`config.mk`:
```
export PLATFORM = sky130hd
export DESIGN_NAME = edwu_front
export DESIGN_NICKNAME = d
export VERILOG_FILES = /design/src/rtl/edwu_pkg.sv /design/src/rtl/edwu_front.sv
export SDC_FILE = /design/constraint.sdc
export NUM_CORES = 2
export LEC_CHECK = 0
export BUFFER_PORTS_ARGS = -buffer_cell sky130_fd_sc_hd__buf_2
export CAP_MARGIN = 5
export CORE_MARGIN = 2
export CORE_UTILIZATION = 50
export DETAILED_ROUTE_END_ITERATION = 6
export PLACE_DENSITY = 0.79
export SYNTH_ARGS = -nofsm -noshare
export SYNTH_HDL_FRONTEND = slang
export SYNTH_SLANG_ARGS = --single-unit
```
`constraint.sdc`:
```
create_clock -name clk -period 10.3 [get_ports clk]
set_input_delay 0.515 -clock clk [delete_from_list [all_inputs] [get_ports clk]]
set_output_delay 0.515 -clock clk [all_outputs]
set_load 0.05 [all_outputs]
```
`src/rtl/edwu_pkg.sv`:
```
// ============================================================================
// edwu_pkg: shared types and constants of the error-diffusion weight update
// Request and result structs, command and register codes, operation kinds
// and the fixed-point constants of the update datapath.
// ============================================================================
`default_nettype none

package edwu_pkg;

    // Default sizes of the weight store
    localparam int EDWU_NUM_NETS    = 4;
    localparam int EDWU_NUM_NEURONS = 64;

    // Entries of the queue between front and back
    localparam int EDWU_QUEUE_DEPTH = 4;

    // Width of the operand that a job carries (load weight or update change)
    localparam int OPERAND_W = 34;

    // Register reset values
    localparam logic [15:0] RATE_RESET  = 16'd3277;
    localparam logic        BIDIR_RESET = 1'b0;

    // Command codes of a request (code 3 reads)
    localparam logic [1:0] CMD_LOAD   = 2'd0;
    localparam logic [1:0] CMD_UPDATE = 2'd1;
    localparam logic [1:0] CMD_READ   = 2'd2;

    // Configuration register indexes
    localparam logic [0:0] CFG_STEP_RATE  = 1'b0;
    localparam logic [0:0] CFG_BIDIR_MODE = 1'b1;

    // Q2.14 one and the saturation bounds of a Q8.24 weight
    localparam logic signed [16:0] DERIV_ONE  = 17'sd16384;
    localparam logic signed [31:0] WEIGHT_MAX = 32'sh7FFF_FFFF;
    localparam logic signed [31:0] WEIGHT_MIN = 32'sh8000_0000;

    // Operation kind after classification
    typedef enum logic [1:0] {
        OP_NONE,
        OP_LOAD,
        OP_UPDATE,
        OP_READ
    } edwu_op_t;

    // One request
    typedef struct packed {
        logic        [1:0]  command;
        logic        [1:0]  net_index;
        logic        [5:0]  target_index;
        logic        [5:0]  source_index;
        logic signed [31:0] load_weight;
        logic signed [15:0] source_activation;
        logic signed [15:0] target_output;
        logic signed [15:0] error_excite;
        logic signed [15:0] error_inhibit;
        logic               source_negative;
        logic               target_negative;
    } edwu_in_t;

    // One result
    typedef struct packed {
        logic signed [31:0] weight_value;
        logic               was_updated;
        logic               saturated;
    } edwu_out_t;

    // Classified job handed from front to back
    typedef struct packed {
        edwu_op_t                     op;
        logic signed [OPERAND_W-1:0]  operand;
    } edwu_job_t;

endpackage

`default_nettype wire

```
`src/rtl/edwu_front.sv`:
```
// ============================================================================
// edwu_front: request intake, classification and update arithmetic
// Takes requests, checks the address range, forms the store address and
// computes the weight change of an update in four register stages.
// ============================================================================
`default_nettype none

module edwu_front
#(
    parameter int NUM_NETS    = edwu_pkg::EDWU_NUM_NETS,
    parameter int NUM_NEURONS = edwu_pkg::EDWU_NUM_NEURONS,
    parameter int ADDR_W      = 14
)
(
    input  wire logic                 clk,
    input  wire logic                 rst_n,
    input  wire logic                 hold,
    input  wire logic [15:0]          step_rate,
    input  wire logic                 bidir_mode,
    input  wire logic                 in_valid,
    output logic                      in_stall,
    input  wire edwu_pkg::edwu_in_t   in_data,
    input  wire logic                 queue_full,
    output logic                      push,
    output edwu_pkg::edwu_job_t       push_job,
    output logic [ADDR_W-1:0]         push_addr
);
    import edwu_pkg::*;

    logic adv;
    logic accept;

    // Stage valids
    logic f0_valid_reg;
    logic f1_valid_reg;
    logic f2_valid_reg;
    logic f3_valid_reg;

    // Stage 0: classified request
    edwu_op_t           op_next;
    logic [ADDR_W-1:0]  addr_next;
    logic               in_range;
    edwu_op_t           f0_op_reg;
    logic [ADDR_W-1:0]  f0_addr_reg;
    logic signed [31:0] f0_load_reg;
    logic signed [15:0] f0_act_reg;
    logic signed [15:0] f0_tout_reg;
    logic signed [15:0] f0_eex_reg;
    logic signed [15:0] f0_einh_reg;
    logic               f0_sneg_reg;
    logic               f0_tneg_reg;

    // Stage 1: derivative product, rate times activation, error term
    logic signed [16:0] tout_ext;
    logic signed [16:0] mag;
    logic signed [16:0] one_minus;
    logic signed [33:0] p_full;
    logic signed [30:0] p_next;
    logic signed [32:0] ra_next;
    logic signed [16:0] eex_ext;
    logic signed [16:0] einh_ext;
    logic signed [16:0] diff;
    logic signed [16:0] sel_err;
    logic signed [16:0] e_next;
    edwu_op_t           f1_op_reg;
    logic [ADDR_W-1:0]  f1_addr_reg;
    logic signed [31:0] f1_load_reg;
    logic signed [30:0] f1_p_reg;
    logic signed [32:0] f1_ra_reg;
    logic signed [16:0] f1_e_reg;

    // Stage 2: rate times activation times derivative
    logic signed [30:0] deriv_sum;
    logic signed [15:0] deriv;
    logic signed [48:0] prod2_full;
    logic signed [47:0] prod2_next;
    edwu_op_t           f2_op_reg;
    logic [ADDR_W-1:0]  f2_addr_reg;
    logic signed [31:0] f2_load_reg;
    logic signed [47:0] f2_prod_reg;
    logic signed [16:0] f2_e_reg;

    // Stage 3: delta times error
    logic signed [47:0] d24_sum;
    logic signed [31:0] d24;
    logic signed [48:0] prod3_full;
    logic signed [47:0] prod3_next;
    edwu_op_t           f3_op_reg;
    logic [ADDR_W-1:0]  f3_addr_reg;
    logic signed [31:0] f3_load_reg;
    logic signed [47:0] f3_prod_reg;

    // Push side: rounded change
    logic signed [47:0] change_sum;
    logic signed [OPERAND_W-1:0] change;

    // Advance the whole pipe unless the last stage cannot leave
    assign adv      = !(f3_valid_reg && queue_full);
    assign in_stall = hold || !adv;
    assign accept   = in_valid && !in_stall;
    assign push     = f3_valid_reg && !queue_full;

    // Classify the request and form the store address
    assign in_range = (32'(in_data.net_index) < 32'(NUM_NETS))
                   && (32'(in_data.target_index) < 32'(NUM_NEURONS))
                   && (32'(in_data.source_index) < 32'(NUM_NEURONS));

    assign addr_next = ADDR_W'((32'(in_data.net_index) * 32'(NUM_NEURONS)
                     + 32'(in_data.target_index)) * 32'(NUM_NEURONS)
                     + 32'(in_data.source_index));

    always_comb
    begin
        op_next = OP_NONE;
        if (in_range)
        begin
            unique case (in_data.command)
                CMD_LOAD:   op_next = OP_LOAD;
                CMD_UPDATE: op_next = OP_UPDATE;
                CMD_READ:   op_next = OP_READ;
                default:    op_next = OP_READ;
            endcase
        end
    end

    // Stage 1 arithmetic
    assign tout_ext  = {f0_tout_reg[15], f0_tout_reg};
    assign mag       = f0_tout_reg[15] ? -tout_ext : tout_ext;
    assign one_minus = DERIV_ONE - mag;
    assign p_full    = mag * one_minus;
    assign p_next    = p_full[30:0];
    assign ra_next   = $signed({1'b0, step_rate}) * f0_act_reg;

    assign eex_ext  = {f0_eex_reg[15], f0_eex_reg};
    assign einh_ext = {f0_einh_reg[15], f0_einh_reg};
    assign diff     = eex_ext - einh_ext;
    assign sel_err  = f0_sneg_reg ? einh_ext : eex_ext;

    always_comb
    begin
        if (bidir_mode)
        begin
            e_next = f0_tneg_reg ? -diff : diff;
        end
        else
        begin
            e_next = (f0_sneg_reg ^ f0_tneg_reg) ? -sel_err : sel_err;
        end
    end

    // Stage 2 arithmetic: round the derivative, then multiply
    assign deriv_sum  = f1_p_reg + 31'sd8192;
    assign deriv      = deriv_sum[29:14];
    assign prod2_full = f1_ra_reg * deriv;
    assign prod2_next = prod2_full[47:0];

    // Stage 3 arithmetic: round delta to Q.24, then multiply by error
    assign d24_sum    = f2_prod_reg + 48'sd32768;
    assign d24        = d24_sum[47:16];
    assign prod3_full = d24 * f2_e_reg;
    assign prod3_next = prod3_full[47:0];

    // Round the change and build the job
    assign change_sum = f3_prod_reg + 48'sd8192;
    assign change     = change_sum[47:14];

    always_comb
    begin
        push_job.op = f3_op_reg;
        if (f3_op_reg == OP_LOAD)
        begin
            push_job.operand = {{(OPERAND_W-32){f3_load_reg[31]}}, f3_load_reg};
        end
        else
        begin
            push_job.operand = change;
        end
    end

    assign push_addr = f3_addr_reg;

    // Advance stage valids
    always_ff @(posedge clk or negedge rst_n)
    begin
        if (!rst_n)
        begin
            f0_valid_reg <= 1'b0;
            f1_valid_reg <= 1'b0;
            f2_valid_reg <= 1'b0;
            f3_valid_reg <= 1'b0;
        end
        else if (adv)
        begin
            f0_valid_reg <= accept;
            f1_valid_reg <= f0_valid_reg;
            f2_valid_reg <= f1_valid_reg;
            f3_valid_reg <= f2_valid_reg;
        end
    end

    // Advance stage payloads
    always_ff @(posedge clk)
    begin
        if (adv)
        begin
            f0_op_reg   <= op_next;
            f0_addr_reg <= addr_next;
            f0_load_reg <= in_data.load_weight;
            f0_act_reg  <= in_data.source_activation;
            f0_tout_reg <= in_data.target_output;
            f0_eex_reg  <= in_data.error_excite;
            f0_einh_reg <= in_data.error_inhibit;
            f0_sneg_reg <= in_data.source_negative;
            f0_tneg_reg <= in_data.target_negative;

            f1_op_reg   <= f0_op_reg;
            f1_addr_reg <= f0_addr_reg;
            f1_load_reg <= f0_load_reg;
            f1_p_reg    <= p_next;
            f1_ra_reg   <= ra_next;
            f1_e_reg    <= e_next;

            f2_op_reg   <= f1_op_reg;
            f2_addr_reg <= f1_addr_reg;
            f2_load_reg <= f1_load_reg;
            f2_prod_reg <= prod2_next;
            f2_e_reg    <= f1_e_reg;

            f3_op_reg   <= f2_op_reg;
            f3_addr_reg <= f2_addr_reg;
            f3_load_reg <= f2_load_reg;
            f3_prod_reg <= prod3_next;
        end
    end

endmodule

`default_nettype wire

```
* After elaboration in Yosys (flattened, before gate mapping)
Cells that the tools add are included.
Word-level totals: flip-flop bits (word level) 455, output and inout bits 52
Cells by class: $add $sub $neg 10, $mul 4, eq/ne operators 2, multiplexer cells 7, bitwise gates (word level) 1, reduce and logical (&&, ||, !) cells 7
Operators with widths (number):
- 17-bit 2-to-1 mux | 5
- 48-bit by 15-bit adder with 48-bit output (second input constant) | 1
- 48-bit by 17-bit adder with 48-bit output (second input constant) | 1
- 32-bit by 17-bit multiplier with 48-bit output | 1
- 33-bit by 16-bit multiplier with 48-bit output | 1
- 34-bit 2-to-1 mux | 1
- 17-bit negation | 2
- 17-bit by 16-bit multiplier with 33-bit output | 1
- 30-bit by 15-bit adder with 30-bit output (second input constant) | 1
- 17-bit by 17-bit multiplier with 30-bit output | 1
- 16-bit negation with 17-bit output | 1
- 16-bit by 16-bit subtractor with 17-bit output | 1
- 16-bit by 17-bit subtractor with 17-bit output (first input constant) | 1
- 14-bit by 6-bit adder with 14-bit output | 1
- 8-bit by 6-bit adder with 8-bit output | 1
- 2-bit by 1-bit == test with 1-bit output (second input constant) | 2
- 2-bit one-hot mux with 2 select lines | 1
- 1-bit logical AND | 3
- 1-bit zero test | 2
- 2-bit zero test | 1
- 1-bit logical OR | 1
- 1-bit bitwise XOR | 1

* Longest topological paths before layout
word-level depth 4, mapped depth 34, mapped depth without buffers 32

* Worst setup path after synthesis
Ideal clock, no wire load.
path type register -> output, from register f3_valid_reg, to output in_stall, arrival time 12199 ps, path slack -2414 ps, cell stages (with the launch flop) 3, path buffers 0, cell sequence dfrtp_1 nand2_1 nand2b_1
Between the ends: longest elaborated chain between the ends 2
Ends and longest elaborated chain:
- from (decl) | line edwu_front.sv:37 | logic f3_valid_reg;
- from (signal assigned) | line edwu_front.sv:197 | f3_valid_reg <= f2_valid_reg;
- 1-bit logical AND | line edwu_front.sv:98 | assign adv = !(f3_valid_reg && queue_full);
- 1-bit logical OR | line edwu_front.sv:99 | assign in_stall = hold || !adv;
- to (decl) | line edwu_front.sv:21 | output logic in_stall,
Every way passes these cells.

* Worst setup path in the final report
from register f1_p_reg[15], to register f2_prod_reg[47] (data pin)
Between the ends: longest elaborated chain between the ends 2
Ends and longest elaborated chain:
- from (decl) | line edwu_front.sv:68 | logic signed [30:0] f1_p_reg;
- from (signal assigned) | line edwu_front.sv:219 | f1_p_reg <= p_next;
- 30-bit by 15-bit adder with 30-bit output | line edwu_front.sv:152 | assign deriv_sum = f1_p_reg + 31'sd8192;
- 33-bit by 16-bit multiplier with 48-bit output | line edwu_front.sv:154 | assign prod2_full = f1_ra_reg * deriv;
- named net prod2_full[47] | line edwu_front.sv:75 | logic signed [48:0] prod2_full;
- to (signal assigned) | line edwu_front.sv:226 | f2_prod_reg <= prod2_next;
- to (decl) | line edwu_front.sv:80 | logic signed [47:0] f2_prod_reg;
The timed path passes the listed nets, and every way through them passes these cells. A chain may end at the register's enable or synchronous reset.

==> impl_metrics.json <==
{
  "run_status": "complete, no violations",
  "period_share_pct": 89.2,
  "finalNonFillerCells": 9026,
  "grt_overflow_total": 0,
  "vias": 48100,
  "synth_area_leaders": "fa_1, edfxtp_1, inv_1",
  "setup_viol": 0,
  "die_w_um": 378,
  "fin_skew_ps": 35.4,
  "fill_cells": 11700,
  "cts_resized": 0,
  "hold_path_depth": 1,
  "gp_congestion": 0.910,
  "dp.cells": 8902,
  "largest_reg_flops": 35,
  "required_ps": 10750,
  "path_depth": 23,
  "async_reset_ff_share_pct": 0.966,
  "grt_pass1_wl_mm": 268,
  "die_area_sq_um": 143000,
  "synth_area_sq_um": 69800,
  "grt_usage_pct": 23.4,
  "rsz0062_at_grt": "false",
  "vias_per_cell": 5.32,
  "cts_buffers": 50,
  "cpLargestDelayFamily": "adder cells",
  "critical_path_buf_inv_count": 2,
  "tightest_slew_ps": 1270,
  "hp-class": "input pin to flop",
  "synth_top_area_share_pct": 42.0,
  "cp.arrival_ps": 9640,
  "slew_headroom_pct": 14.8,
  "synth_ff_type": "edfxtp_1",
  "clock_sinks": 414,
  "yosysMostFrequentCell": "inv_1",
  "grt_pass1_vias": 53400,
  "rows": 137,
  "antenna_found_initial": 9,
  "drv_cap": 0,
  "cts.clk_slew.worst_paths_ps": 60,
  "endpoint_kind": "flop",
  "clockBufferDepth": 3,
  "drc_errors": 0,
  "synth_top_cell_by_area": "fa_1",
  "synthCells": 6983,
  "cts-root-buf": "clkbuf_16",
  "yosysSeqAreaShare_pct": 17.8,
  "finalNetCount": 9162,
  "post-route-min-period_ps": 9190,
  "cp-start-kind": "flop",
  "drt_pass1_iterations": 5,
  "grt_max_degree": 182,
  "yosysUniqueCellTypes": 77,
  "reg2reg_depth": 23,
  "synthToLayoutAreaGrowth_pct": 7.55,
  "synth_edf_count": 410,
  "synth_common_cells": "inv_1, fa_1, nand2_1",
  "wl_per_cell_um": 17.7,
  "ys_ff_latch": 414,
  "dp_hpwl_mm": 128,
  "cts_tree": "built",
  "cp_slowest_cell": "nand2_1",
  "worstPathMaxFanout": 24,
  "drt-total-wl_mm": 160,
  "final-seq-area_sq_um": 12400,
  "clock_latency_ps": 670,
  "criticalPathCategory": "flop to flop",
  "start_util_pct": 50.2,
  "io_pins": 188,
  "die_y_um": 378,
  "drt_iter0_markers": 3244,
  "multi_input_area_sq_um": 50800,
  "fmax_mhz": 109,
  "slew_viol_final": 0,
  "cp_cell_sequence": "and4_1, nand4_1, or3_1, nand2_1, buf_4, nand2_1, fa_1, fa_1, fa_1, fa_1, fa_1, inv_1, fa_1, ha_1, o21ai_0, o21ai_0, a41oi_1, o31ai_1, nor3b_1, o21ai_0, a2111o_1, a31o_2, a211oi_1",
  "crit_top_cell": "fa_1",
  "postSynthAreaPerCell_sq_um": 10.0,
  "ys_warn_count": 0,
  "final-hold-violation-count": 0,
  "io_buffers": 187,
  "layout-drive-gt1-share_pct": 7.58,
  "core_sq_um": 139000,
  "htreeDepth": 2,
  "max_stage_delay_ps": 950,
  "postRouteAntennaNets": 0,
  "setup_tns_ps": 0
}
-- metrics by stage --
| stage | worst slack, ps | util [%] | cell area [sq um] | hold slack, ps |
|---|---|---|---|---|
| after floorplan | 1800 | - | 69900 | 219 |
| after global placement | 1570 | 52.6 | 73100 | 319 |
| after detailed placement | 1310 | 52.6 | 73100 | 321 |
| after CTS | 1310 | 54.0 | 75100 | 0.137 |
| after global routing | 608 | 54.0 | 75100 | 14.2 |
| final | 1110 | 54.0 | 75100 | 28.2 |
-- layout make-up --
type | instances | area share, %
tap | 1876 | 3.13
clock inverter | 41 | 0.623
inverter | 1569 | 7.85
multi-input combinational | 4762 | 67.6
timing repair buffer | 310 | 2.59
sequential | 414 | 16.5
antenna | 2 | 0.00666
clock buffer | 52 | 1.68
-- cells in the final DEF (no fill, tap or decap), types with 42 or more instances in the layout --
cell type,synthesis,final
a21oi_1,97,97
and2_1,372,372
buf_2,0,187
buf_4,1,93
clkbuf_16,0,50
edfxtp_1,410,410
fa_1,1464,1464
ha_1,455,455
inv_1,1565,1565
nand2_1,931,930
nand2b_1,96,96
nand3_1,52,52
nor2_1,250,250
nor2b_1,113,112
nor3_1,42,42
o21ai_0,103,103
or2_2,138,138
xnor2_1,174,159
xor2_1,97,95
-- per-layer routing --
| layer | up-vias | track usage, % | part of all wire [%] |
|---|---|---|---|
| met5 | - | 0 | 0.051 |
| met4 | 14 | 9.49 | 4.2 |
| met3 | 493 | 4.05 | 7.6 |
| met2 | 1922 | 40.6 | 50 |
| met1 | 24400 | 28.8 | 38 |
| li1 | 21200 | - | - |
-- path summary, 6_finish.rpt --
check / start / to / slack, ps
max reg2reg: f1_p_reg[15]$_DFFE_PN_ / f2_prod_reg[47]$_DFFE_PN_ / 1110
min reg2reg: f1_load_reg[20]$_DFFE_PN_ / f2_load_reg[20]$_DFFE_PN_ / 410
max: f1_p_reg[15]$_DFFE_PN_ / f2_prod_reg[47]$_DFFE_PN_ / 1110
max in group asynchronous: rst_n / f1_valid_reg$_DFFE_PN0N_ / 9990
min: in_data[53] / f0_act_reg[3]$_DFFE_PN_ / 30
min in group asynchronous: rst_n / f3_valid_reg$_DFFE_PN0N_ / 200
-- kinds of logic after synthesis --
| logic type | synth area share [%] |
|---|---|
| flops | 17.8 |
| compound gates | 3.94 |
| fa+ha+maj | 50.1 |
| buf+inv | 9.87 |
| other cells | 0.0108 |
| xor+xnor | 3.44 |
| mux | 0.249 |
| simple gates | 14.6 |
-- what timing repair did --
action                                 CTS  global route
buffers inserted                         0             0
hold buffers                            29             0
endpoints found under the hold margin   32             0
Power is left out: the tool's default activity adds up to more than one toggle a clock period on the data nets, which glitch-free logic cannot reach.
