$ cat config.mk
export PLATFORM = sky130hd
export DESIGN_NAME = edwu_queue
export DESIGN_NICKNAME = d
export VERILOG_FILES = /design/src/rtl/edwu_pkg.sv /design/src/rtl/edwu_queue.sv
export SDC_FILE = /design/constraint.sdc
export NUM_CORES = 1
export LEC_CHECK = 0
export BUFFER_PORTS_ARGS = -buffer_cell sky130_fd_sc_hd__buf_4
export CAP_MARGIN = 20
export CORE_MARGIN = 2
export CORE_UTILIZATION = 25
export DETAILED_ROUTE_END_ITERATION = 8
export PLACE_DENSITY_LB_ADDON = 0.08
export SETUP_SLACK_MARGIN = 0.5
export SYNTH_ARGS = -nofsm -noshare
export SYNTH_HDL_FRONTEND = slang
export SYNTH_SLANG_ARGS = --single-unit
$ cat constraint.sdc
create_clock -name clk -period 2.5 [get_ports clk]
set_clock_uncertainty 0.1 [all_clocks]
set_input_delay 0.25 -clock clk [delete_from_list [all_inputs] [get_ports clk]]
set_output_delay 0.25 -clock clk [all_outputs]
set_load 0.03 [all_outputs]
$ cat src/rtl/edwu_pkg.sv
// ============================================================================
// edwu_pkg: shared types and constants of the error-diffusion weight update
// Request and result structs, command and register codes, operation kinds
// and the fixed-point constants of the update datapath.
// ============================================================================
`default_nettype none

package edwu_pkg;

    // Default sizes of the weight store
    localparam int EDWU_NUM_NETS    = 4;
    localparam int EDWU_NUM_NEURONS = 64;

    // Entries of the queue between front and back
    localparam int EDWU_QUEUE_DEPTH = 4;

    // Width of the operand that a job carries (load weight or update change)
    localparam int OPERAND_W = 34;

    // Register reset values
    localparam logic [15:0] RATE_RESET  = 16'd3277;
    localparam logic        BIDIR_RESET = 1'b0;

    // Command codes of a request (code 3 reads)
    localparam logic [1:0] CMD_LOAD   = 2'd0;
    localparam logic [1:0] CMD_UPDATE = 2'd1;
    localparam logic [1:0] CMD_READ   = 2'd2;

    // Configuration register indexes
    localparam logic [0:0] CFG_STEP_RATE  = 1'b0;
    localparam logic [0:0] CFG_BIDIR_MODE = 1'b1;

    // Q2.14 one and the saturation bounds of a Q8.24 weight
    localparam logic signed [16:0] DERIV_ONE  = 17'sd16384;
    localparam logic signed [31:0] WEIGHT_MAX = 32'sh7FFF_FFFF;
    localparam logic signed [31:0] WEIGHT_MIN = 32'sh8000_0000;

    // Operation kind after classification
    typedef enum logic [1:0] {
        OP_NONE,
        OP_LOAD,
        OP_UPDATE,
        OP_READ
    } edwu_op_t;

    // One request
    typedef struct packed {
        logic        [1:0]  command;
        logic        [1:0]  net_index;
        logic        [5:0]  target_index;
        logic        [5:0]  source_index;
        logic signed [31:0] load_weight;
        logic signed [15:0] source_activation;
        logic signed [15:0] target_output;
        logic signed [15:0] error_excite;
        logic signed [15:0] error_inhibit;
        logic               source_negative;
        logic               target_negative;
    } edwu_in_t;

    // One result
    typedef struct packed {
        logic signed [31:0] weight_value;
        logic               was_updated;
        logic               saturated;
    } edwu_out_t;

    // Classified job handed from front to back
    typedef struct packed {
        edwu_op_t                     op;
        logic signed [OPERAND_W-1:0]  operand;
    } edwu_job_t;

endpackage

`default_nettype wire

$ cat src/rtl/edwu_queue.sv
// ============================================================================
// edwu_queue: short job queue between front and back
// First-in first-out store of classified jobs with the head shown ahead,
// so the front and the back stall independently.
// ============================================================================
`default_nettype none

module edwu_queue
#(
    parameter int DEPTH  = edwu_pkg::EDWU_QUEUE_DEPTH,
    parameter int ADDR_W = 14
)
(
    input  wire logic                 clk,
    input  wire logic                 rst_n,
    input  wire logic                 push,
    input  wire edwu_pkg::edwu_job_t  push_job,
    input  wire logic [ADDR_W-1:0]    push_addr,
    input  wire logic                 pop,
    output edwu_pkg::edwu_job_t       head_job,
    output logic [ADDR_W-1:0]         head_addr,
    output logic                      empty,
    output logic                      full
);
    import edwu_pkg::*;

    localparam int PTR_W = (DEPTH > 1) ? $clog2(DEPTH) : 1;
    localparam int CNT_W = $clog2(DEPTH + 1);

    edwu_job_t          job_reg  [DEPTH];
    logic [ADDR_W-1:0]  addr_reg [DEPTH];
    logic [PTR_W-1:0]   wr_ptr_reg;
    logic [PTR_W-1:0]   rd_ptr_reg;
    logic [CNT_W-1:0]   count_reg;
    logic [PTR_W-1:0]   wr_ptr_next;
    logic [PTR_W-1:0]   rd_ptr_next;

    assign empty     = (count_reg == '0);
    assign full      = (count_reg == CNT_W'(DEPTH));
    assign head_job  = job_reg[rd_ptr_reg];
    assign head_addr = addr_reg[rd_ptr_reg];

    // Wrap the pointers at the queue depth
    assign wr_ptr_next = (wr_ptr_reg == PTR_W'(DEPTH - 1)) ? '0 : wr_ptr_reg + PTR_W'(1);
    assign rd_ptr_next = (rd_ptr_reg == PTR_W'(DEPTH - 1)) ? '0 : rd_ptr_reg + PTR_W'(1);

    // Track pointers and fill level
    always_ff @(posedge clk or negedge rst_n)
    begin
        if (!rst_n)
        begin
            wr_ptr_reg <= '0;
            rd_ptr_reg <= '0;
            count_reg  <= '0;
        end
        else
        begin
            if (push)
            begin
                wr_ptr_reg <= wr_ptr_next;
            end
            if (pop)
            begin
                rd_ptr_reg <= rd_ptr_next;
            end
            if (push && !pop)
            begin
                count_reg <= count_reg + CNT_W'(1);
            end
            else if (pop && !push)
            begin
                count_reg <= count_reg - CNT_W'(1);
            end
        end
    end

    // Store the pushed job
    always_ff @(posedge clk)
    begin
        if (push)
        begin
            job_reg[wr_ptr_reg]  <= push_job;
            addr_reg[wr_ptr_reg] <= push_addr;
        end
    end

    // Never push into a full queue
    assert property (@(posedge clk) disable iff (!rst_n) full |-> !push)
        else $error("edwu_queue: push while full");

    // Never pop an empty queue
    assert property (@(posedge clk) disable iff (!rst_n) empty |-> !pop)
        else $error("edwu_queue: pop while empty");

endmodule

`default_nettype wire

* After elaboration in Yosys (flattened, before gate mapping)
Memory sizes are Yosys's and may differ from the RTL's. Cells that the tools add are included. W data, S select, Z words.
Storage, ports and cells: memories kept 2, bits in writable memories 200, bits in registers 7, input port bits 54
Operators by class: muxes and demuxes 6, equality and inequality tests 3, add/subtract/negate cells 4, reduce and logical (&&, ||, !) cells 6
Memory list:
- job_reg | depth 4, bits a word 36, rd ports 1, clocked after Yosys merged registers in 0, write ports 1, RTL line edwu_queue.sv:30 | edwu_job_t job_reg [DEPTH];
- addr_reg | depth 4, bits a word 14, rd ports 1, clocked after Yosys merged registers in 0, write ports 1, RTL line edwu_queue.sv:31 | logic [ADDR_W-1:0] addr_reg [DEPTH];
Operators by type and width (number):
- $mux W3 | 2
- $add A2 B1 Y2 const B | 2
- $eq A2 B2 Y1 const B | 2
- $mux W2 | 2
- $add A3 B1 Y3 const B | 1
- $eq A3 B3 Y1 const B | 1
- $logic_not A3 Y1 | 1
- $sub A3 B1 Y3 const B | 1
- $logic_and A1 B1 Y1 | 2
- $logic_not A1 Y1 | 2
- $mux W1 | 2
- $reduce_bool A2 Y1 | 1

* Longest topological paths before layout
Gate-level depths: netlist of the first run.
depth after elaboration 4, mapped depth 7

* Least setup slack after synthesis of the first run
OpenSTA, ideal clock, no wires.
path type register to register, start point register wr_ptr_reg[0], end point memory addr_reg[2][0] (enable), cell stages (with the launch flop) 4, slack 0.171 ns, clock period less this slack 2.329 ns, data arrival time 1.816 ns, library setup time 0.413 ns, buffers on the path 0, data required time 1.987 ns, cells stage by stage dfrtp_1 > inv_1 > ha_1 > and2_1
RTL lines:
- from (decl) | RTL line edwu_queue.sv:32 | logic [PTR_W-1:0] wr_ptr_reg;
- from (signal assigned) | RTL line edwu_queue.sv:60 | wr_ptr_reg <= wr_ptr_next;
- to (decl) | RTL line edwu_queue.sv:31
Straight into the memory's write port.

* Worst setup path after layout of the first run
start point register rd_ptr_reg[0], end point output head_addr[13]
Between the ends: longest elaborated chain between the ends 1
Ends and longest elaborated chain:
- from (decl) | RTL line edwu_queue.sv:33 | logic [PTR_W-1:0] rd_ptr_reg;
- from (signal assigned) | RTL line edwu_queue.sv:64 | rd_ptr_reg <= rd_ptr_next;
- $mem_v2 Z4 W14
- to (decl) | RTL line edwu_queue.sv:21 | output logic [ADDR_W-1:0] head_addr,
No other way between the ends.

==> metrics.md, run 1 <==
| Metric | Value |
|---|---|
| Cell area after layout | `10600 um^2` |
| Final hold vios | `0` |
| Fmax | `428 MHz` |
| Initial DRC count | `164` |
| Crit path required time | `2.15 ns` |
| Area grow syn2layout | `38.0%` |
| Final Setup Violations | `0` |
| Max Transition Viols Final | `0` |
| Detail Route Antenna Nets | `0` |
| Vias/cell | `4.10` |
| MaxCap Viol Count | `0` |
| Synth warnings | `0` |
| Post-synth cell types | `20` |
| Initial antenna violation count | `0` |
| Final worst path period share | `93.4%` |
| Peak VDD IR | `between 0.4 and 0.5 mV` |
| TNS Setup | `0 ns` |
| GRT Overall Usage | `10.5%` |
| Routed WL per cell | `around 18 um` |
| Hold WC Path Type | `reg -> reg` |
| Busiest grt layer | `met2` |
| First-pass GRT wire length | `25600 um` |
| GRT overflow | `0` |
| Mean area per synthesized cell | `25.7 um^2` |
| Synth Cell Area | `a little under 8000 um^2` |
| Worst slew pin tran | `0.439 ns` |
| DRC violations left | `0` |
| Die Height | `179 um` |
| CTS sink cnt | `207` |
| Initial Util | `25.3%` |
| CTS root buffer | `clkbuf_16` |
| Met3 Use GR | `2.03%` |
| CTS clk-pin slew, worst paths | `0.06 ns` |
| Critical-path cell list | `buf_16, mux4_1, buf_4` |
| # diodes | `0` |
| Largest net degree at the start of global routing | `30` |
| Core Footprint | `30400 um^2` |
| Max incr delay on CP | `0.58 ns` |
| Worst path bufs/invs | `2` |
| Detailed Place HPWL | `9530 um` |
| GR Layer Usage met1 | `13.5%` |
| Max_slew headroom | `70.8%` |
| Skew-Pair Late Insertion Delay | `0.50 ns` |
| Routed WL | `around 17000 um` |
| Final nets | `552` |
| Port buffer count | `approximately 110` |
| Pre-antenna DRT Iters | `4` |
| Gp weighted congestion | `0.643` |
| Top delay family on crit path | `multiplexers` |
| # rows | `64` |
| CTS tree | `yes` |
| CTS buffer count | `24` |
| Post-Syn Nets | `360` |
| Placed Area | `9070 um^2` |
| Mapped Cells | `299` |
| Most frequent cells in the layout | `200 x edfxtp_1, 84 x buf_4, 54 x dlygate4sd3_1` |
| I/O pins | `106` |
| Die X | `179 um` |
| CTS max path bufs | `3` |
| CP endpoint kind | `primary output` |
| CP Data Arrival Time | `1.98 ns` |
| Status | `complete, no violations` |
| Crit path launch type | `flop` |
| Leak Pwr | `3.66 nW` |
| Fill count | `2882` |
| Critical-path top delay cell | `mux4_1` |
| Register bit total from synthesis | `approximately 210` |
| M2 GR Usage | `18.1%` |
| Die area | `around 32000 um^2` |
| Via count | `approximately 3700` |
| Most common cell after layout, fill and taps aside | `edfxtp_1` |
| Vias in the first global route | `4238` |
| Cell Pwr Density | `between 1000 and 1500 nW/um^2` |
| CP Max Fanout | `13` |
| Seq/Total Area, Yosys | `80.4%` |
| Kind of critical path | `reg -> out` |
| H-tree levels | `1` |
| Final worst path period need | `2.33 ns` |
| Fraction of layout cells with a size suffix above 1 | `42.0%` |
| Number of flip-flops in the largest register | `between 100 and 150` |
| Unrepaired setup endpoints after global routing | `true` |
worst paths after layout:
check	start	end	slack, ns	cells after the start
max	rd_ptr_reg[0]	head_addr[13]	0.17	3
min	count_reg[2]	count_reg[2]	0.39	1
max reg2reg	wr_ptr_reg[0]	job_reg[0][12]	0.73	4
min reg2reg	count_reg[2]	count_reg[2]	0.39	1
max in group asynchronous	rst_n	rd_ptr_reg[0]	1.33	3
min in group asynchronous	rst_n	count_reg[0]	0.65	3
layout make-up:
class                           count  area [um^2]  share of cell area [%]
Tap cell                          396          495                    4.67
Inverter                            4         15.0                   0.142
Timing Repair Buffer              178         1820                    17.1
Multi-Input combinational cell     76         1360                    12.8
Clock inverter                     12         86.3                   0.814
Sequential cell                   207         6190                    58.3
Clock buffer                       32          652                    6.14
timing repair:
item | in CTS | in global routing
hold buffers | 54 | 0
pin swaps | 0 | 0
cloned | 4 | 0
setup buffers | 3 | 0
gates resized for setup | 29 | 0
endpoints found under the hold margin | 211 | 0
setup endpoints to repair | 50 | 50
kinds of logic after synthesis:
group / count (synthesis) / synth area share, %
AOI/OAI and AO/OA: 2 / 0.130
xor gates and xnor gates: 3 / 0.342
adders and majority gates: 7 / 1.24
buffers and inverters: 16 / 2.02
DFF: 207 / 80.4
muxes: 53 / 15.2
and+or+nand+nor: 11 / 0.732
Yosys cell counts:
cell / instances / area share [%]
o21ai_0: 2 / 0.13
ha_1: 6 / 0.98
mux4_2: 48 / 14
xor2_1: 2 / 0.23
edfxtp_1: 200 / 78
mux2_2: 3 / 0.44
and2_1: 4 / 0.33
nor2_1: 3 / 0.15
fa_1: 1 / 0.26
buf_2: 5 / 0.33
dfrtp_1: 7 / 2.3
buf_12: 5 / 1.3
mux4_1: 2 / 0.68
inv_1: 4 / 0.20
nand2_1: 2 / 0.098
buf_6: 1 / 0.15
xnor2_1: 1 / 0.11
clkbuf_1: 1 / 0.049
nor3b_1: 1 / 0.098
nor3_1: 1 / 0.065
metrics by stage:
stage	setup slack (ns)	instances	util (%)	hold slack, ns	power [mW]
2_1_floorplan	0.708	299	-	-0.146	7.57
3_3_place_gp	0.646	800	29.8	-0.0224	9.12
3_5_place_dp	0.633	800	29.8	-0.0223	9.14
4_1_cts	0.107	905	34.9	0.360	13.1
5_1_grt	0.0834	905	34.9	0.374	13.5
6_report	0.165	905	34.9	0.388	12.8
metal layers:
metal | routed length (um) | up-vias
met5 | 0 | -
met4 | 462 | 0
met3 | 587 | 32
met2 | 8390 | 76
met1 | 7230 | 1932
li1 | - | 1666
worst register-to-register path, stage by stage (launching register included):
cell and delay, ns:
dfrtp_1 0.42, inv_1 0.11, ha_1 0.15, and2_2 0.41
buf_12 0.27
where the power goes:
part	internal [mW]	switching [mW]
registers	4.46	0.175
clock network	1.93	1.30
logic	2.28	2.63
(Power assumes the default switching activity.)
==> run 2: changes to the inputs <==
--- a/config.mk
+++ b/config.mk
@@ -11,7 +11,6 @@
 export CORE_UTILIZATION = 25
 export DETAILED_ROUTE_END_ITERATION = 8
 export PLACE_DENSITY_LB_ADDON = 0.08
-export SETUP_SLACK_MARGIN = 0.5
 export SYNTH_ARGS = -nofsm -noshare
 export SYNTH_HDL_FRONTEND = slang
 export SYNTH_SLANG_ARGS = --single-unit
==> run 2 against run 1 <==
Net effect: sequential power about the same; design area down 2.7%; combinational power down 13%; global-route usage down 0.23 points; critical endpoint is now head_job[22]; utilization down 0.94 points; non-clock buffer count down 5; flip-flop and latch count unchanged; clock power up 7.4%; worst setup slack better by 0.0066 ns; largest cell class unchanged; total power down 3.0%; largest power group is now registers; register-to-register slack better by 0.02 ns.
==> metrics.md, run 2 (same netlist as run 1, synthesis figures left out) <==
| Metric | Value |
|---|---|
| Setup slack at placement | `0.448 ns` |
| H-tree levels | `1` |
| Detail Route Antenna Nets | `0` |
| CTS clk-pin slew, worst paths | `0.06 ns` |
| Final worst path period need | `2.33 ns` |
| Vias/cell | `4.12` |
| Final nets | `548` |
| Kind of critical path | `reg -> out` |
| CP dominant cell by count | `buf_4` |
| Largest net degree at the start of global routing | `33` |
| Routed WL | `16400 um` |
| CTS sink cnt | `207` |
| Critical-path cell list | `buf_4, mux4_2, buf_4` |
| Fill count | `2907` |
| Cell Pwr Density | `1200 nW/um^2` |
| CP Launch Point | `rd_ptr_reg[0]` |
| Crit path launch type | `flop` |
| Die Height | `179 um` |
| Unrepaired setup endpoints after global routing | `false` |
| Switch share | `32.3%` |
| Port buffer count | `105` |
| Core Footprint | `approximately 30000 um^2` |
| Fraction of layout cells with a size suffix above 1 | `a little over two fifths` |
| Register-to-Register Path Depth | `4` |
| Worst slew pin tran | `0.545 ns` |
| Final hold vios | `0` |
| CP Max Fanout | `10` |
| Post-CTS sizing | `0` |
| Clock share of power | `28.0%` |
| Leak Pwr | `3.57 nW` |
| Peak VDD IR | `0.463 mV` |
| GRT overflow | `0` |
| Final Setup Violations | `0` |
| Seq pwr share | `37.4%` |
| CTS root buffer | `clkbuf_16` |
| Tot Pwr | `12.4 mW` |
| Crit path capture | `head_job[22]` |
| Final worst path period share | `93.1%` |
| Fmax | `about 430 MHz` |
| Most frequent cells in the layout | `200 x edfxtp_1, 116 x buf_4, 54 x dlygate4sd3_1` |
| Max incr delay on CP | `0.56 ns` |
| Most common cell after layout, fill and taps aside | `edfxtp_1` |
| MaxCap Viol Count | `0` |
| Vias in the first global route | `4263` |
| Initial antenna violation count | `0` |
| Routed WL per cell | `18.2 um` |
| # diodes | `0` |
| Gp weighted congestion | `roughly 0.64` |
| Die area | `32200 um^2` |
| GRT Overall Usage | `10.3%` |
| Area grow syn2layout | `34.2%` |
| Initial DRC count | `199` |
| R2R Path Start | `wr_ptr_reg[0]` |
| Status | `complete, no violations` |
| Pre-antenna DRT Iters | `4` |
| RR Endpoint | `job_reg[0][14]` |
| Gate power share | `34.6%` |
| CTS max path bufs | `3` |
| Max_slew headroom | `63.7%` |
| CTS tree | `yes` |
| Worst path bufs/invs | `2` |
| Die X | `~180 um` |
| Switch Pwr | `4.00 mW` |
| Via count | `around 3700` |
| WP depth | `3` |
| Top delay family on crit path | `multiplexers` |
| First-pass GRT wire length | `25200 um` |
| CTS buffer count | `25` |
| CP Data Arrival Time | `slightly below 2 ns` |
| Critical-path top delay cell | `mux4_2` |
| Worst setup slack after layout | `0.172 ns` |
| Crit path required time | `between 2 and 2.5 ns` |
| Detailed Place HPWL | `9290 um` |
| Internal | `8.40 mW` |
| Number of flip-flops in the largest register | `144` |
| Core Util, Final | `33.9%` |
| I/O pins | `roughly 110` |
| CP endpoint kind | `primary output` |
| TNS Setup | `0 ns` |
| Initial Util | `25.3%` |
| Max Transition Viols Final | `0` |
| Hold WC Path Type | `in -> reg` |
| # rows | `64` |
| DRC violations left | `0` |
| Reg2reg setup slack | `0.75 ns` |
| Skew-Pair Late Insertion Delay | `0.51 ns` |
## run 2: power groups by stage
stage                     logic, mW  clock network [mW]  registers (mW)
final                          4.30                3.47            4.63
after global routing           4.62                3.74            4.69
after CTS                      4.47                3.60            4.65
after detailed placement       4.31                   0            4.78
after global placement         4.30                   0            4.74
after floorplan                2.94                   0            4.65
## run 2: per-layer routing
metal / up-vias / global-route usage [%] / wire, um
met3: 32 / 2.39 / 781
li1: 1646 / - / -
met2: 79 / 17.3 / 8210
met1: 1955 / 13.2 / 7100
met5: - / 0 / 0
met4: 0 / 3.25 / 347
## run 2: timing repair
item | in CTS | in global routing
buffers inserted | 2 | 0
hold endpoints to repair | 211 | 0
setup endpoints to repair | 40 | 0
hold buffers | 54 | 0
## run 2: worst min path at each step
stage / start / endpoint / slack [ns] / cells past startpoint
3_3_place_gp: rst_n / rd_ptr_reg[0] / -0.02 / 1
4_1_cts: push_job[31] / job_reg[3][31] / 0.35 / 2
6_report: push_job[17] / job_reg[1][17] / 0.38 / 2
3_5_place_dp: rst_n / rd_ptr_reg[0] / -0.02 / 1
2_1_floorplan: rst_n / count_reg[0] / -0.15 / 0
5_1_grt: push_addr[1] / addr_reg[0][1] / 0.38 / 2
## run 2: layout make-up
class	instances	area [um^2]	share of cell area (%)
Clock buffer	27	633	6.13
Clock inverter	18	163	1.58
Inverter	4	15.0	0.145
Multi-Input combinational cell	76	1360	13.2
Sequential cell	207	6190	59.9
Tap cell	396	495	4.80
Timing Repair Buffer	173	1470	14.3
## run 2: stage by stage
step / hold WS (ns) / std cells / instance area, um^2
5_1_grt: 0.376 / 901 / 10300
3_5_place_dp: -0.0167 / 800 / 8970
6_report: 0.381 / 901 / 10300
4_1_cts: 0.353 / 901 / 10300
3_3_place_gp: -0.0210 / 800 / 8970
2_1_floorplan: -0.146 / 299 / 7690
==> run 3: changes to the inputs <==
--- a/config.mk
+++ b/config.mk
@@ -5,8 +5,8 @@
 export SDC_FILE = /design/constraint.sdc
 export NUM_CORES = 1
 export LEC_CHECK = 0
+export ABC_AREA = 1
 export BUFFER_PORTS_ARGS = -buffer_cell sky130_fd_sc_hd__buf_4
-export CAP_MARGIN = 20
 export CORE_MARGIN = 2
 export CORE_UTILIZATION = 25
 export DETAILED_ROUTE_END_ITERATION = 8
@@ -14,3 +14,4 @@
 export SYNTH_ARGS = -nofsm -noshare
 export SYNTH_HDL_FRONTEND = slang
 export SYNTH_SLANG_ARGS = --single-unit
+export TNS_END_PERCENT = 100
==> run 3 against run 2 <==
Net effect: critical path depth grew 3; synthesized cell count grew 110%; via count grew 40%; non-clock buffer count grew 1; global-route usage grew 0.78 points.
==> metrics.md, run 3 <==
| Metric | Value |
|---|---|
| I/O pins | `106` |
| Status | `complete, no violations` |
| Gate power share | `between 30% and 40%` |
| Top delay family on crit path | `buffers and inverters` |
| Max Transition Viols Final | `0` |
| CTS buffer count | `26` |
| Largest net degree at the start of global routing | `53` |
| Final Setup Violations | `0` |
| Vias in the first global route | `approximately 5000` |
| TNS Setup | `0 ns` |
| Synth Cell Area | `roughly 8400 um^2` |
| GRT overflow | `0` |
| Max incr delay on CP | `0.49 ns` |
| CP dominant cell by count | `nand2_1` |
| Post-synth top flop | `edfxtp_1` |
| Final hold vios | `0` |
| Cell with the most instances after synthesis | `edfxtp_1` |
| Synth warnings | `0` |
| First-pass GRT wire length | `30000 um` |
| Core Util, Final | `33.2%` |
| Seq/Total Area, Yosys | `73.4%` |
| Die area | `35200 um^2` |
| Port buffer count | `105` |
| Routed WL | `~20000 um` |
| Commonest cells post-synth | `200 x edfxtp_1, 166 x nand2_1, 111 x inv_1` |
| Detail Route Antenna Nets | `0` |
| Final nets | `~870` |
| Routed WL per cell | `15.8 um` |
| Leak Pwr | `between 4 and 5 nW` |
| Post-Syn Nets | `around 700` |
| Register bit total from synthesis | `between 200 and 250` |
| Async set-reset flop share out of synthesis | `3.38%` |
| CP endpoint kind | `primary output` |
| Placed Area | `9700 um^2` |
| Post-synth top area share | `71.3%` |
| Number of flops mapped to enable cells by yosys | `200` |
| Core Footprint | `around 33000 um^2` |
| DRC violations left | `0` |
| Synth area leader | `edfxtp_1` |
| H-tree levels | `1` |
| Critical-path cell list | `bufinv_16, buf_12, nand2_1, o211ai_1, nand2_1, buf_4` |
| Pre-antenna DRT Iters | `6` |
| Post-synth cell types | `18` |
| CP Max Fanout | `44` |
| GRT Overall Usage | `11.1%` |
| Most common cell after layout, fill and taps aside | `edfxtp_1` |
| Seq pwr share | `35.7%` |
| Crit path launch type | `flop` |
| Die Height | `188 um` |
| Switch Pwr | `4.80 mW` |
| # rows | `67` |
| Cell area after layout | `11100 um^2` |
| Skew-Pair Late Insertion Delay | `0.52 ns` |
| Most frequent cells in the layout | `200 x edfxtp_1, 166 x nand2_1, 112 x buf_4` |
| Number of flip-flops in the largest register | `144` |
| Final worst path period need | `2.33 ns` |
| Initial Util | `between 20% and 30%` |
| Gp weighted congestion | `roughly 0.66` |
| CTS clk-pin slew, worst paths | `0.06 ns` |
| Fraction of layout cells with a size suffix above 1 | `20.1%` |
| Critical-path top delay cell | `dfrtp_2` |
| Kind of critical path | `reg -> out` |
| Clock share of power | `26.3%` |
| Crit path required time | `around 2.2 ns` |
| CP Data Arrival Time | `1.98 ns` |
| CTS root buffer | `clkbuf_16` |
| Peak VDD IR | `0.609 mV` |
| WP depth | `6` |
| Cell Pwr Density | `1170 nW/um^2` |
| Largest cells by area after synthesis | `edfxtp_1 71%, o211ai_1 8.9%, nand2_1 7.4%, inv_1 4.9%, buf_6 2.8%` |
| Vias/cell | `4.07` |
| Via count | `5194` |
| Fmax | `roughly 430 MHz` |
| Register-to-Register Path Depth | `5` |
| Initial DRC count | `219` |
| Die X | `188 um` |
| MaxCap Viol Count | `0` |
| Mapped Cells | `~640` |
| CTS sink cnt | `around 210` |
| Hold Path Stages | `2` |
| Area grow syn2layout | `31.4%` |
| Unrepaired setup endpoints after global routing | `false` |
| Hold WC Path Type | `in -> reg` |
| Switch share | `between 30% and 40%` |
| Detailed Place HPWL | `11100 um` |
| CTS max path bufs | `3` |
| Mean area per synthesized cell | `13.2 um^2` |
| Worst path bufs/invs | `3` |
| Final worst path period share | `93.3%` |
| Initial antenna violation count | `0` |
| Max_slew headroom | `about two thirds` |
| Internal | `8.16 mW` |
| # diodes | `0` |
| CTS tree | `yes` |
| Worst slew pin tran | `about 0.5 ns` |
## run 3: power groups by stage
stage | logic, mW | clock network [mW] | registers (mW)
after floorplan | 3.21 | 0 | 4.66
after global placement | 4.88 | 0 | 4.67
after detailed placement | 4.93 | 0 | 4.69
after CTS | 5.01 | 3.53 | 4.62
after global routing | 5.40 | 3.65 | 4.68
final | 4.92 | 3.40 | 4.63
## run 3: path summary, 6_finish.rpt
check                                  to  slack, ns          start
max                          head_job[29]       0.17  rd_ptr_reg[0]
min                        job_reg[2][18]       0.38   push_job[18]
max reg2reg                job_reg[2][13]       0.67  wr_ptr_reg[0]
min reg2reg                  count_reg[2]       0.44   count_reg[2]
max in group asynchronous   rd_ptr_reg[1]       1.41          rst_n
min in group asynchronous    count_reg[1]       0.60          rst_n
## run 3: through the flow
| step | hold WS [ns] | cells | power, mW | setup WS (ns) |
|---|---|---|---|---|
| floorplan | -0.146 | 636 | 7.87 | 0.358 |
| global route | 0.356 | 1275 | 13.7 | 0.0122 |
| finish | 0.377 | 1275 | 13.0 | 0.167 |
| detailed placement | -0.0241 | 1171 | 9.63 | 0.582 |
| CTS | 0.349 | 1273 | 13.2 | 0.0181 |
| global placement | -0.0266 | 1171 | 9.55 | 0.610 |
## run 3: final cells by class
type	count	area, um^2
sequential	207	6180
timing repair buffer	174	1540
timing repair inverter	2	17.5
fill	3400	22300
multi-input combinational	283	1520
tap	448	561
inverter	113	450
clock inverter	9	41.3
clock buffer	39	751
## run 3: cells by family (layout without fill, tap and decap cells)
kind of cell | Yosys count | in the layout | share of synthesized area (%)
AO/OA/AOI/OAI | 104 | 104 | 9.15
XOR/XNOR | 1 | 1 | 0.104
adder cells (fa/ha/maj) | 7 | 7 | 1.13
buffers and inverters | 146 | 337 | 8.54
flip-flops | 207 | 207 | 73.4
AND/OR/NAND/NOR | 171 | 171 | 7.69
## run 3: layer usage
layer / wire length (um) / part of all wire, % / up-vias / track usage (%)
met5: 0 / 0 / - / 0
met1: 9040 / 45 / 2509 / 14.1
li1: - / - / 2562 / -
met4: 425 / 2.1 / 0 / 2.97
met3: 772 / 3.8 / 30 / 2.26
met2: 9880 / 49 / 93 / 19.1
## run 3: repair_timing
action                                  in CTS  in global routing
gates resized for setup                      0                  6
endpoints found under the hold margin      211                  0
endpoints found under the setup margin       0                 36
buffers inserted                             0                  0
hold buffers                                54                  0
